File: src/hw/rtl/idp_pkg.sv
package idp_pkg;

    // parser phases
    localparam logic [2:0] PH_IDLE   = 3'd0;
    localparam logic [2:0] PH_LEN_LO = 3'd1;
    localparam logic [2:0] PH_PROTO  = 3'd2;
    localparam logic [2:0] PH_SIZE   = 3'd3;
    localparam logic [2:0] PH_CNT_HI = 3'd4;
    localparam logic [2:0] PH_CNT_LO = 3'd5;
    localparam logic [2:0] PH_SPI    = 3'd6;

    // result status codes
    localparam logic [2:0] ST_SPI      = 3'd0;
    localparam logic [2:0] ST_DONE     = 3'd1;
    localparam logic [2:0] ST_SHORT    = 3'd2;
    localparam logic [2:0] ST_BADSIZE  = 3'd3;
    localparam logic [2:0] ST_BADCOUNT = 3'd4;
    localparam logic [2:0] ST_MISMATCH = 3'd5;
    localparam logic [2:0] ST_BADPROTO = 3'd6;

    // protocol ids
    localparam logic [7:0] PID_IKE = 8'd1;
    localparam logic [7:0] PID_AH  = 8'd2;
    localparam logic [7:0] PID_ESP = 8'd3;

    localparam logic [15:0] MIN_LENGTH = 16'd8;
    localparam logic [7:0]  SPI_BYTES  = 8'd4;
    localparam logic [1:0]  SPI_LAST_BYTE = 2'd3;

    typedef struct packed {
        logic [2:0]  status;
        logic [31:0] spi_val;
        logic [15:0] spi_index;
        logic [7:0]  proto_num;
        logic        last_flag;
    } idp_result_t;

endpackage

File: src/hw/rtl/idp_byte_if.sv
interface idp_byte_if;
    logic       valid;
    logic       ready;
    logic [7:0] data_byte;
    logic       start_flag;

    modport source (output valid, output data_byte, output start_flag, input ready);
    modport sink (input valid, input data_byte, input start_flag, output ready);
endinterface

File: src/hw/rtl/idp_result_if.sv
interface idp_result_if;
    logic        valid;
    logic        ready;
    logic [2:0]  status;
    logic [31:0] spi_val;
    logic [15:0] spi_index;
    logic [7:0]  proto_num;
    logic        last_flag;

    modport source (output valid, output status, output spi_val, output spi_index,
                    output proto_num, output last_flag, input ready);
    modport sink (input valid, input status, input spi_val, input spi_index,
                  input proto_num, input last_flag, output ready);
endinterface

File: src/hw/rtl/ikev2_delete_payload_parser_top.sv
// ikev2 delete payload body parser
// body: byte channel, one word per payload byte starting at the length high
//   byte; start_flag set on that first byte restarts parsing at any time
// result: one word per spi (status 0, value, index, last_flag on the final
//   one), or one done word for an empty payload, or one error word, after
//   which body bytes are dropped until the next start_flag
// proto_num on every result is the header protocol byte (0 if not yet read)
// path: an accepted byte waits in the input register until the parser steps,
//   and its result word is then held in the result register
// throughput: one byte per cycle while results are taken; the input register
//   and the result register each hold one word, and the parser steps whenever
//   the result register is empty or being emptied in the same cycle
// stall: while the result register is full and not taken, the parser holds;
//   one more byte is still taken into the input register, then body.ready drops
// reset: asynchronous, both registers empty, parser idle waiting for a start
module ikev2_delete_payload_parser_top
    import idp_pkg::*;
(
    input  logic   clk,
    input  logic   rst_n,
    idp_byte_if.sink     body,
    idp_result_if.source result
);

    // input register
    logic        in_valid_reg, in_valid_next;
    logic [7:0]  in_byte_reg;
    logic        in_start_reg;

    // result register
    logic        out_valid_reg, out_valid_next;
    idp_result_t out_reg;

    logic        step;
    logic        res_valid;
    idp_result_t res;
    logic        body_accept;

    // parse the held byte when the result slot is free or drains this cycle
    assign step        = in_valid_reg && (!out_valid_reg || result.ready);
    assign body.ready  = !in_valid_reg || step;
    assign body_accept = body.valid && body.ready;

    idp_parser u_parser (
        .clk        (clk),
        .rst_n      (rst_n),
        .step_en    (step),
        .data_byte  (in_byte_reg),
        .start_flag (in_start_reg),
        .res_valid  (res_valid),
        .res        (res)
    );

    always_comb
    begin
        in_valid_next = in_valid_reg;
        if (body_accept)
        begin
            in_valid_next = 1'b1;
        end
        else if (step)
        begin
            in_valid_next = 1'b0;
        end

        out_valid_next = out_valid_reg;
        if (step)
        begin
            out_valid_next = res_valid;
        end
        else if (result.ready)
        begin
            out_valid_next = 1'b0;
        end
    end

    always_ff @(posedge clk or negedge rst_n)
    begin
        if (!rst_n)
        begin
            in_valid_reg  <= 1'b0;
            out_valid_reg <= 1'b0;
        end
        else
        begin
            in_valid_reg  <= in_valid_next;
            out_valid_reg <= out_valid_next;
        end
    end

    // payload registers, no reset needed
    always_ff @(posedge clk)
    begin
        if (body_accept)
        begin
            in_byte_reg  <= body.data_byte;
            in_start_reg <= body.start_flag;
        end
        if (step && res_valid)
        begin
            out_reg <= res;
        end
    end

    assign result.valid       = out_valid_reg;
    assign result.status      = out_reg.status;
    assign result.spi_val     = out_reg.spi_val;
    assign result.spi_index   = out_reg.spi_index;
    assign result.proto_num   = out_reg.proto_num;
    assign result.last_flag   = out_reg.last_flag;

endmodule

File: src/hw/rtl/idp_parser.sv
module idp_parser
    import idp_pkg::*;
(
    input  logic        clk,
    input  logic        rst_n,
    input  logic        step_en,
    input  logic [7:0]  data_byte,
    input  logic        start_flag,
    output logic        res_valid,
    output idp_result_t res
);

    logic [2:0]  phase_reg, phase_next;
    logic [15:0] len_reg, len_next;
    logic [7:0]  proto_reg, proto_next;
    logic [7:0]  size_reg, size_next;
    logic [15:0] count_reg, count_next;
    logic [15:0] ctr_reg, ctr_next;
    logic [1:0]  bis_reg, bis_next;
    logic [31:0] shift_reg, shift_next;

    logic [15:0] len_full;
    logic [15:0] cnt_full;
    logic [23:0] prod;
    logic [24:0] expect_len;
    logic        last_spi;

    assign len_full   = {len_reg[15:8], data_byte};
    assign cnt_full   = {count_reg[15:8], data_byte};
    assign prod       = 24'(cnt_full) * 24'(size_reg);
    assign expect_len = {1'b0, prod} + 25'(MIN_LENGTH);
    assign last_spi   = ({1'b0, ctr_reg} + 17'd1) >= {1'b0, count_reg};

    always_comb
    begin
        phase_next = phase_reg;
        len_next   = len_reg;
        proto_next = proto_reg;
        size_next  = size_reg;
        count_next = count_reg;
        ctr_next   = ctr_reg;
        bis_next   = bis_reg;
        shift_next = shift_reg;
        res_valid  = 1'b0;
        res.status      = ST_DONE;
        res.spi_val     = '0;
        res.spi_index   = '0;
        res.proto_num   = proto_reg;
        res.last_flag   = 1'b1;

        if (step_en)
        begin
            if (start_flag)
            begin
                len_next   = {data_byte, 8'h00};
                proto_next = '0;
                size_next  = '0;
                count_next = '0;
                ctr_next   = '0;
                bis_next   = '0;
                shift_next = '0;
                phase_next = PH_LEN_LO;
            end
            else
            begin
                case (phase_reg)
                    PH_LEN_LO:
                    begin
                        len_next = len_full;
                        if (len_full < MIN_LENGTH)
                        begin
                            phase_next = PH_IDLE;
                            res_valid  = 1'b1;
                            res.status = ST_SHORT;
                        end
                        else
                        begin
                            phase_next = PH_PROTO;
                        end
                    end
                    PH_PROTO:
                    begin
                        proto_next = data_byte;
                        phase_next = PH_SIZE;
                    end
                    PH_SIZE:
                    begin
                        size_next = data_byte;
                        if ((proto_reg == PID_IKE && data_byte != 8'd0) ||
                            ((proto_reg inside {PID_AH, PID_ESP}) &&
                             data_byte != SPI_BYTES))
                        begin
                            phase_next = PH_IDLE;
                            res_valid  = 1'b1;
                            res.status = ST_BADSIZE;
                        end
                        else
                        begin
                            phase_next = PH_CNT_HI;
                        end
                    end
                    PH_CNT_HI:
                    begin
                        count_next = {data_byte, 8'h00};
                        phase_next = PH_CNT_LO;
                    end
                    PH_CNT_LO:
                    begin
                        count_next = cnt_full;
                        phase_next = PH_IDLE;
                        res_valid  = 1'b1;
                        if (size_reg == 8'd0 && cnt_full != 16'd0)
                        begin
                            res.status = ST_BADCOUNT;
                        end
                        else if ({9'd0, len_reg} != expect_len)
                        begin
                            res.status = ST_MISMATCH;
                        end
                        else if (!(proto_reg inside {PID_IKE, PID_AH, PID_ESP}))
                        begin
                            res.status = ST_BADPROTO;
                        end
                        else if (cnt_full == 16'd0)
                        begin
                            res.status = ST_DONE;
                        end
                        else
                        begin
                            // header good, spis follow
                            res_valid  = 1'b0;
                            ctr_next   = '0;
                            bis_next   = '0;
                            shift_next = '0;
                            phase_next = PH_SPI;
                        end
                    end
                    PH_SPI:
                    begin
                        shift_next = {shift_reg[23:0], data_byte};
                        if (bis_reg != SPI_LAST_BYTE)
                        begin
                            bis_next = bis_reg + 2'd1;
                        end
                        else
                        begin
                            bis_next      = '0;
                            ctr_next      = ctr_reg + 16'd1;
                            res_valid     = 1'b1;
                            res.status    = ST_SPI;
                            res.spi_val   = {shift_reg[23:0], data_byte};
                            res.spi_index = ctr_reg;
                            res.last_flag = last_spi;
                            if (last_spi)
                            begin
                                phase_next = PH_IDLE;
                            end
                        end
                    end
                    default:
                    begin
                        phase_next = phase_reg;
                    end
                endcase
            end
        end
    end

    always_ff @(posedge clk or negedge rst_n)
    begin
        if (!rst_n)
        begin
            phase_reg <= PH_IDLE;
            len_reg   <= '0;
            proto_reg <= '0;
            size_reg  <= '0;
            count_reg <= '0;
            ctr_reg   <= '0;
            bis_reg   <= '0;
            shift_reg <= '0;
        end
        else
        begin
            phase_reg <= phase_next;
            len_reg   <= len_next;
            proto_reg <= proto_next;
            size_reg  <= size_next;
            count_reg <= count_next;
            ctr_reg   <= ctr_next;
            bis_reg   <= bis_next;
            shift_reg <= shift_next;
        end
    end

endmodule

File: src/flat_wrapper.sv
// flat-port wrapper written by rule: the top's interface ports become plain ports
module ikev2_delete_payload_parser_top_flat import idp_pkg::*;
  (clk, rst_n, body_valid, body_data_byte, body_start_flag, body_ready, result_valid, result_status, result_spi_val, result_spi_index, result_proto_num, result_last_flag, result_ready);
  idp_byte_if body_i ();
  idp_result_if result_i ();
  input  logic clk;
  input  logic rst_n;
  input wire logic [$bits(body_i.valid)-1:0] body_valid;
  input wire logic [$bits(body_i.data_byte)-1:0] body_data_byte;
  input wire logic [$bits(body_i.start_flag)-1:0] body_start_flag;
  output wire logic [$bits(body_i.ready)-1:0] body_ready;
  output wire logic [$bits(result_i.valid)-1:0] result_valid;
  output wire logic [$bits(result_i.status)-1:0] result_status;
  output wire logic [$bits(result_i.spi_val)-1:0] result_spi_val;
  output wire logic [$bits(result_i.spi_index)-1:0] result_spi_index;
  output wire logic [$bits(result_i.proto_num)-1:0] result_proto_num;
  output wire logic [$bits(result_i.last_flag)-1:0] result_last_flag;
  input wire logic [$bits(result_i.ready)-1:0] result_ready;
  assign body_i.valid = body_valid;
  assign body_i.data_byte = body_data_byte;
  assign body_i.start_flag = body_start_flag;
  assign body_ready = body_i.ready;
  assign result_valid = result_i.valid;
  assign result_status = result_i.status;
  assign result_spi_val = result_i.spi_val;
  assign result_spi_index = result_i.spi_index;
  assign result_proto_num = result_i.proto_num;
  assign result_last_flag = result_i.last_flag;
  assign result_i.ready = result_ready;
  ikev2_delete_payload_parser_top u_core (.clk(clk), .rst_n(rst_n), .body(body_i), .result(result_i));
endmodule
File: config.mk
export PLATFORM = sky130hd
export DESIGN_NAME = ikev2_delete_payload_parser_top_flat
export DESIGN_NICKNAME = d
export VERILOG_FILES = /design/src/hw/rtl/idp_pkg.sv /design/src/hw/rtl/idp_byte_if.sv /design/src/hw/rtl/idp_result_if.sv /design/src/hw/rtl/ikev2_delete_payload_parser_top.sv /design/src/hw/rtl/idp_parser.sv /design/src/flat_wrapper.sv
export SDC_FILE = /design/constraint.sdc
export NUM_CORES = 1
export LEC_CHECK = 0
export BUFFER_PORTS_ARGS = -buffer_cell sky130_fd_sc_hd__buf_2
export CAP_MARGIN = 15
export CORE_MARGIN = 5
export CORE_UTILIZATION = 50
export DETAILED_ROUTE_END_ITERATION = 8
export PLACE_DENSITY = 0.68
export SETUP_SLACK_MARGIN = 0.02
export SLEW_MARGIN = 10
export SYNTH_ARGS = -nofsm -noshare
export SYNTH_HDL_FRONTEND = slang
export SYNTH_SLANG_ARGS = --single-unit
File: constraint.sdc
create_clock -name clk -period 7.9 [get_ports clk]
set_input_delay 0.79 -clock clk [delete_from_list [all_inputs] [get_ports clk]]
set_output_delay 0.79 -clock clk [all_outputs]
set_load 0.05 [all_outputs]
==> impl_metrics.py, run 1 <==
metrics = {
    "grt": {
        "track_usage_pct": 21.4,
        "first_global_vias": 8309,
        "antenna_found_initial": 0,
        "grt_start_max_net_pins": 68,
        "grt-ovfl-total": 0,
        "grt_pass1_wl_um": 45300,
    },
    "routing": {
        "wirelength_um": 27500,
        "drt_iter0_markers": 832,
        "viasPerCell": 5.73,
        "drt-wirelength-per-cell_um": 18.6,
        "detail_route.first_pass.iterations": 5,
        "final_antenna_net_count": 0,
        "drc_errors": 0,
        "vias": 8480,
    },
    "timing": {
        "worst_pin_slew_ns": 0.992,
        "clock_skew_ns": 0.0107,
        "relSlewSlack_pct": 33.9,
        "holdWs_ns": 0.367,
        "fmax_mhz": 151,
        "setup-tns-final_ns": 0,
        "rsz0062_at_grt": "no",
        "setup_viol": 0,
        "slew_violations": 0,
        "timing.final.crit_period_ns": 6.61,
        "finalHoldViolCount": 0,
        "setup_slack_ns": 1.29,
        "fin_crit_sh_pct": 83.7,
    },
    "setup_path": {
        "worstSetupPathType": "reg2reg",
        "path_delay_family": "adder cells",
        "worstPathArrival_ns": 6.69,
        "worst_ep_required_time_ns": 7.98,
        "slowest_delay_ns": 0.81,
        "cp_cell_sequence": "nand2_1 -> fa_1 -> fa_1 -> fa_1 -> fa_1 -> inv_1 -> ha_1 -> nand2_1 -> a211oi_1 -> a21oi_1 -> o21ai_0 -> xor2_1 -> nor4_2 -> nand4_2 -> o21ai_0 -> a21o_1 -> inv_2 -> buf_4",
        "crit_slowest_cell": "dfrtp_1",
        "cp-end-kind": "flip-flop",
        "crit_buf_inv": 3,
        "critPathMostFrequentCell": "fa_1",
        "start_kind": "flip-flop",
        "path_max_fanout": 31,
    },
    "pwr": {
        "p_per_area_nw_per_um2": 218,
        "p_leak_nw": 5.82,
        "vdd_drop_max_mv": 0.179,
    },
    "cts": {
        "post_cts_resized": 0,
        "clk_pin_slew_ns": 0.07,
        "cts_tree": "yes",
        "cts.path.max_buffers": 2,
        "postCtsSetupBuffers": 0,
        "cts_hold_buf": 0,
        "cts-buffers-inserted": 17,
        "h-tree-depth": 4,
        "clock_latency_ns": 0.43,
        "cts_sinks": 164,
        "cts-root-buf": "clkbuf_16",
    },
    "cells_and_area": {
        "regArea_sq_um": 4450,
        "largest_reg_flops": 32,
        "fin_util_pct": 56.2,
        "diodes": 0,
        "area_delta_synth_final_pct": 9.94,
        "finalInstanceArea_sq_um": 12800,
        "multi_input_area_sq_um": 6570,
        "layout-drive-gt1-share_pct": 12.0,
        "fillers": 1990,
        "final_nets": 1328,
    },
    "synth": {
        "syn-num-nets": 1296,
        "synth-seq-area-share_pct": 38.2,
        "synth_edf_count": 69,
        "syn_avg_cell_area_sq_um": 10.4,
        "synth_top_area_cell": "dfrtp_1",
        "netlist_top_cells_area": "dfrtp_1 (20%), edfxtp_1 (18%), fa_1 (15%)",
        "synth_top_area_share_pct": 20.4,
        "synthArstFlopShare_pct": 57.9,
        "synth_cell_types": 61,
        "yosys-top-cells-count": "nand2_1 (146), inv_1 (96), dfrtp_1 (95), fa_1 (86), ha_1 (75)",
        "ys.flop_type": "dfrtp_1",
        "synth-seq-cells": 164,
        "synth_most_common_cell": "nand2_1",
        "netlist_area_sq_um": 11600,
        "postSynthCellCount": 1122,
        "yosys_warnings": 0,
    },
    "floorplan": {
        "start_util_pct": 51.1,
        "placementRows": 55,
        "ios": 75,
        "fp.dieW_um": 163,
        "die_area_sq_um": 26500,
        "core_sq_um": 22800,
        "die_h_um": 163,
    },
    "min_path": {
        "hp-class": "in2async",
    },
    "place": {
        "placed_area_sq_um": 12200,
        "io_buffers": 74,
        "hpwl_um": 19700,
        "gp_congestion": 0.894,
        "dp_slack_ns": 1.28,
    },
    "job": {
        "cap_violations": 0,
    },
    "status": {
        "outcome": "finished clean",
    },
}
[cell usage in the layout (no fill, tap or decap), drive strengths merged, types with 9 or more instances in the layout]
cell type | netlist | routed
dfrtp | 95 | 95
nand2b | 15 | 15
inv | 96 | 105
a21oi | 25 | 25
a21o | 22 | 22
ha | 75 | 75
fa | 86 | 86
mux2 | 9 | 9
nor4 | 15 | 15
nand3 | 22 | 22
clkbuf | 63 | 19
o21ai | 26 | 26
nand2 | 146 | 146
and3 | 60 | 60
a22o | 45 | 45
and2 | 55 | 55
edfxtp | 69 | 69
nand4 | 9 | 9
xor2 | 28 | 28
buf | 8 | 84
o31ai | 30 | 30
xnor2 | 18 | 18
nor2 | 30 | 30
[cell families after synthesis]
logic type	share of synthesized area (%)
AO/OA/AOI/OAI	12.4
XOR/XNOR	3.46
adder cells (fa/ha/maj)	22.8
buffers and inverters	5.53
flip-flops	38.2
multiplexers	0.956
AND/OR/NAND/NOR	16.6
[metal layers]
metal  vias up  global-route usage (%)  wire, um
li1       3933                       -         -
met1      4238                    33.7     13100
met2       282                    31.5     12400
met3        27                    3.34      1750
met4         0                    4.50       276
met5         -                       0         0
[worst paths after layout]
path,start,endpoint,slack (ns),depth (start not counted)
max reg2reg,u_core.u_parser.size_reg[6]$_DFFE_PN0P_,u_core.result.spi_index[12]$_SDFFCE_PP0P_,1.29,18
max in group asynchronous,rst_n,u_core.u_parser.shift_reg[3]$_DFFE_PN0P_,6.43,2
max,u_core.u_parser.size_reg[6]$_DFFE_PN0P_,u_core.result.spi_index[12]$_SDFFCE_PP0P_,1.29,18
min,rst_n,u_core.u_parser.shift_reg[21]$_DFFE_PN0P_,0.37,1
min in group clk,u_core.u_parser.count_reg[5]$_DFFE_PN0P_,u_core.u_parser.count_reg[5]$_DFFE_PN0P_,0.48,2
min reg2reg,u_core.u_parser.count_reg[5]$_DFFE_PN0P_,u_core.u_parser.count_reg[5]$_DFFE_PN0P_,0.48,2
[power breakdown]
group	switching, W	leakage (nW)	total (W)	internal [W]
logic	0.000497	3.67	0.000848	0.000351
clock network	0.000371	0.289	0.000834	0.000463
registers	0.000156	1.86	0.00111	0.000956
total	0.00102	5.82	0.00279	0.00177
[area by class of cell]
cell class / instances / share of cell area [%]
Timing Repair Buffer: 84 / 3.50
Sequential cell: 164 / 34.7
Clock buffer: 19 / 3.54
Multi-Input combinational cell: 790 / 51.3
Clock inverter: 13 / 1.06
Inverter: 97 / 2.84
Tap cell: 313 / 3.06
[per-stage QoR]
stage          cells  total power, W
4_1_cts         1479         0.00280
3_3_place_gp    1447         0.00195
3_5_place_dp    1447         0.00197
5_1_grt         1480         0.00296
6_report        1480         0.00279
2_1_floorplan   1122         0.00175
Power figures use the tool's default switching activity.
==> run 2: changes to the inputs <==
- ABC_AREA: not set -> 1
- PLACE_DENSITY: 0.68 -> 0.7
- clock period: 7.9 -> 5.76 ns (I/O delays scaled with it)
==> run 2 against run 1 <==
Hold slack got worse by 0.29 ns. Critical path depth up 5. Die area grew 7.1%. Setup slack got worse by 0.99 ns. Routed wire length is 12% higher. Register-to-register slack got worse by 0.99 ns. Synthesized cell count increased by 36%. Sequential power is 32% higher. Via count is 20% higher. Clock skew is 0.0020 ns lower. Design area is 11% higher.
==> impl_metrics.py, run 2 <==
metrics = {
    "cells_and_area": {
        "final_common_cell": "nand2_1",
        "area_delta_synth_final_pct": 13.1,
        "layout-drive-gt1-share_pct": 15.6,
        "diodes": 0,
        "stdcell_count": 1962,
        "fillers": 2293,
        "final_cell_mix": "nand2_1 (400), inv_1 (292), nor2_1 (129), dfrtp_1 (89), fa_1 (86)",
        "largest_reg_flops": 32,
        "final_nets": 1793,
    },
    "setup_path": {
        "slowest_delay_ns": 0.55,
        "start_kind": "flip-flop",
        "crit_slowest_cell": "fa_1",
        "path_max_fanout": 45,
        "cp_cell_sequence": "buf_4 -> nand2_1 -> fa_1 -> inv_1 -> ha_1 -> fa_1 -> fa_1 -> ha_1 -> fa_1 -> xnor2_1 -> buf_4 -> xor2_1 -> nand4_1 -> nor3_1 -> buf_4 -> nand4_2 -> nor2_4 -> nand3_1 -> nand2_1 -> nand2_1 -> nand2_1 -> clkinvlp_4 -> buf_12",
        "worstPathArrival_ns": 5.62,
        "cp-end-kind": "flip-flop",
        "worstSetupPathType": "reg2reg",
        "worst_ep_required_time_ns": 5.92,
    },
    "routing": {
        "viasPerCell": 5.17,
        "final_antenna_net_count": 0,
        "met2_length_um": 15700,
        "met1_length_um": 12700,
        "highest_layer": "met4",
        "detail_route.first_pass.iterations": 5,
        "drt-wirelength-per-cell_um": 15.8,
        "drc_errors": 0,
        "drt_iter0_markers": 823,
        "met3_length_um": 1570,
        "vias": 10100,
        "wirelength_um": 30900,
    },
    "timing": {
        "clock_skew_ns": 0.00878,
        "timing.final.crit_period_ns": 5.46,
        "finalHoldViolCount": 0,
        "rsz0062_at_grt": "no",
        "setup-tns-final_ns": 0,
        "fin_crit_sh_pct": 94.8,
        "slew_violations": 0,
        "relSlewSlack_pct": 32.9,
        "worst_pin_slew_ns": 1.01,
        "setup_viol": 0,
        "fmax_mhz": 183,
    },
    "synth": {
        "yosys_warnings": 0,
        "synth_most_common_cell": "nand2_1",
        "synth_top_area_cell": "dfrtp_1",
        "synth_edf_count": 69,
        "syn-num-nets": 1703,
        "synthArstFlopShare_pct": 57.9,
        "postSynthCellCount": 1529,
        "netlist_top_cells_area": "dfrtp_1 (19%), edfxtp_1 (17%), fa_1 (14%)",
        "synth_cell_types": 45,
        "syn_avg_cell_area_sq_um": 8.19,
        "synth-seq-cells": 164,
        "ys.flop_type": "dfrtp_1",
        "synth-seq-area-share_pct": 35.5,
        "yosys-top-cells-count": "nand2_1 (402), inv_1 (293), nor2_1 (130), dfrtp_1 (95), fa_1 (86)",
        "synth_top_area_share_pct": 19.0,
        "netlist_area_sq_um": 12500,
    },
    "status": {
        "outcome": "finished clean",
    },
    "floorplan": {
        "die_area_sq_um": 28300,
        "placementRows": 58,
        "core_sq_um": 25000,
        "start_util_pct": 50.2,
        "fp.dieW_um": 168,
        "ios": 75,
        "die_h_um": 168,
    },
    "cts": {
        "cts-root-buf": "clkbuf_16",
        "cts_sinks": 164,
        "cts_hold_buf": 0,
        "cts_tree": "yes",
        "cts.path.max_buffers": 2,
        "clock_latency_ns": 0.43,
        "cts-buffers-inserted": 17,
        "clk_pin_slew_ns": 0.07,
        "h-tree-depth": 4,
    },
    "grt": {
        "first_global_vias": 10000,
        "grt-ovfl-total": 0,
        "grt_start_max_net_pins": 65,
        "antenna_found_initial": 0,
        "grt_pass1_wl_um": 50300,
        "track_usage_pct": 22.0,
    },
    "pwr": {
        "p_per_area_nw_per_um2": 393,
        "p_total_w": 0.00557,
        "vdd_drop_max_mv": 0.225,
        "p_leak_nw": 6.85,
    },
    "job": {
        "cap_violations": 0,
    },
    "place": {
        "dpl.cell_count": 1903,
        "io_buffers": 74,
        "hpwl_um": 23600,
        "gp_congestion": 0.917,
    },
    "min_path": {
        "hp-class": "in2async",
    },
}
[run 2: changes by cell type in the layout (fill, tap and decap cells not counted), moves of 26 or more]
| cell | before | now |
|---|---|---|
| o31ai_1 | 29 | 0 |
| a22o_1 | 45 | 0 |
| and3_1 | 59 | 0 |
| nand4_1 | 8 | 38 |
| nor2_1 | 29 | 129 |
| and2_1 | 55 | 0 |
| nand3_1 | 22 | 58 |
| buf_4 | 11 | 46 |
| o21ai_0 | 21 | 53 |
| inv_1 | 95 | 292 |
| nand2_1 | 146 | 400 |
| nand2_2 | 0 | 27 |
| o21ai_2 | 0 | 26 |
[run 2: timing repair]
item                       4_1_cts  5_1_grt
pin swaps                        0        1
setup endpoints to repair       60      105
gates resized for setup          3       11
buffers inserted                 0       25
[run 2: cell type report]
class	count	area [sq um]	area share [%]
clock inverters	12	168	1.18
flip-flops and latches	164	4460	31.4
multi-input cells	1004	6670	47.0
well taps	330	413	2.91
repair buffers	130	886	6.25
clock buffers	20	447	3.15
inverters	302	1140	8.03
[run 2: critical path, delay by kind of cell (launching register included)]
family        cells  cell delay [ns]
simple gates      9             0.99
xor+xnor          2             0.35
flops             1             0.48
buf+inv           6             0.94
fa+ha+maj         6             2.42
[run 2: routing by layer]
| metal | vias to the layer above | GRT usage, % |
|---|---|---|
| met2 | 309 | 38.7 |
| met4 | 0 | 7.16 |
| met5 | - | 0 |
| li1 | 4892 | - |
| met3 | 77 | 3.92 |
| met1 | 4858 | 27.4 |
[run 2: cells by family (layout without fill, tap and decap cells)]
| logic type | count (synthesis) | after routing | synth area share [%] |
|---|---|---|---|
| flops | 164 | 164 | 35.5 |
| simple gates | 694 | 694 | 23.7 |
| xor+xnor | 29 | 29 | 2.03 |
| fa+ha+maj | 161 | 161 | 21.2 |
| buf+inv | 361 | 464 | 11.6 |
| compound gates | 120 | 120 | 5.96 |
[run 2: worst paths after layout]
path,start,to,slack (ns),cells past startpoint
max,u_core.in_byte_reg[2]$_DFFE_PP_,u_core.result.spi_index[7]$_SDFFCE_PP0P_,0.30,23
min,rst_n,u_core.u_parser.shift_reg[22]$_DFFE_PN0P_,0.08,1
max reg2reg,u_core.in_byte_reg[2]$_DFFE_PP_,u_core.result.spi_index[7]$_SDFFCE_PP0P_,0.30,23
min reg2reg,u_core.u_parser.shift_reg[23]$_DFFE_PN0P_,u_core.u_parser.shift_reg[23]$_DFFE_PN0P_,0.49,2
max in group asynchronous,rst_n,u_core.u_parser.size_reg[2]$_DFFE_PN0P_,4.44,2
min in group clk,body_data_byte[1],u_core.in_byte_reg[1]$_DFFE_PP_,0.32,1
[run 2: power by group]
group          leakage, nW  internal, W  switching (W)
Sequential            1.80      0.00132       0.000156
Clock                0.301     0.000705       0.000491
Combinational         4.75      0.00112        0.00178
Total                 6.85      0.00314        0.00242
[run 2: metrics by stage]
stage	util [%]	area, sq um	hold WS, ns	worst slack [ns]
global placement	53.2	13300	0.470	0.0955
detailed placement	53.2	13300	0.475	0.0463
finish	56.8	14200	0.0762	0.300
global route	56.8	14200	0.104	0.0135
floorplan	-	12600	0.280	0.0336
CTS	55.7	13900	0.0898	0.0344
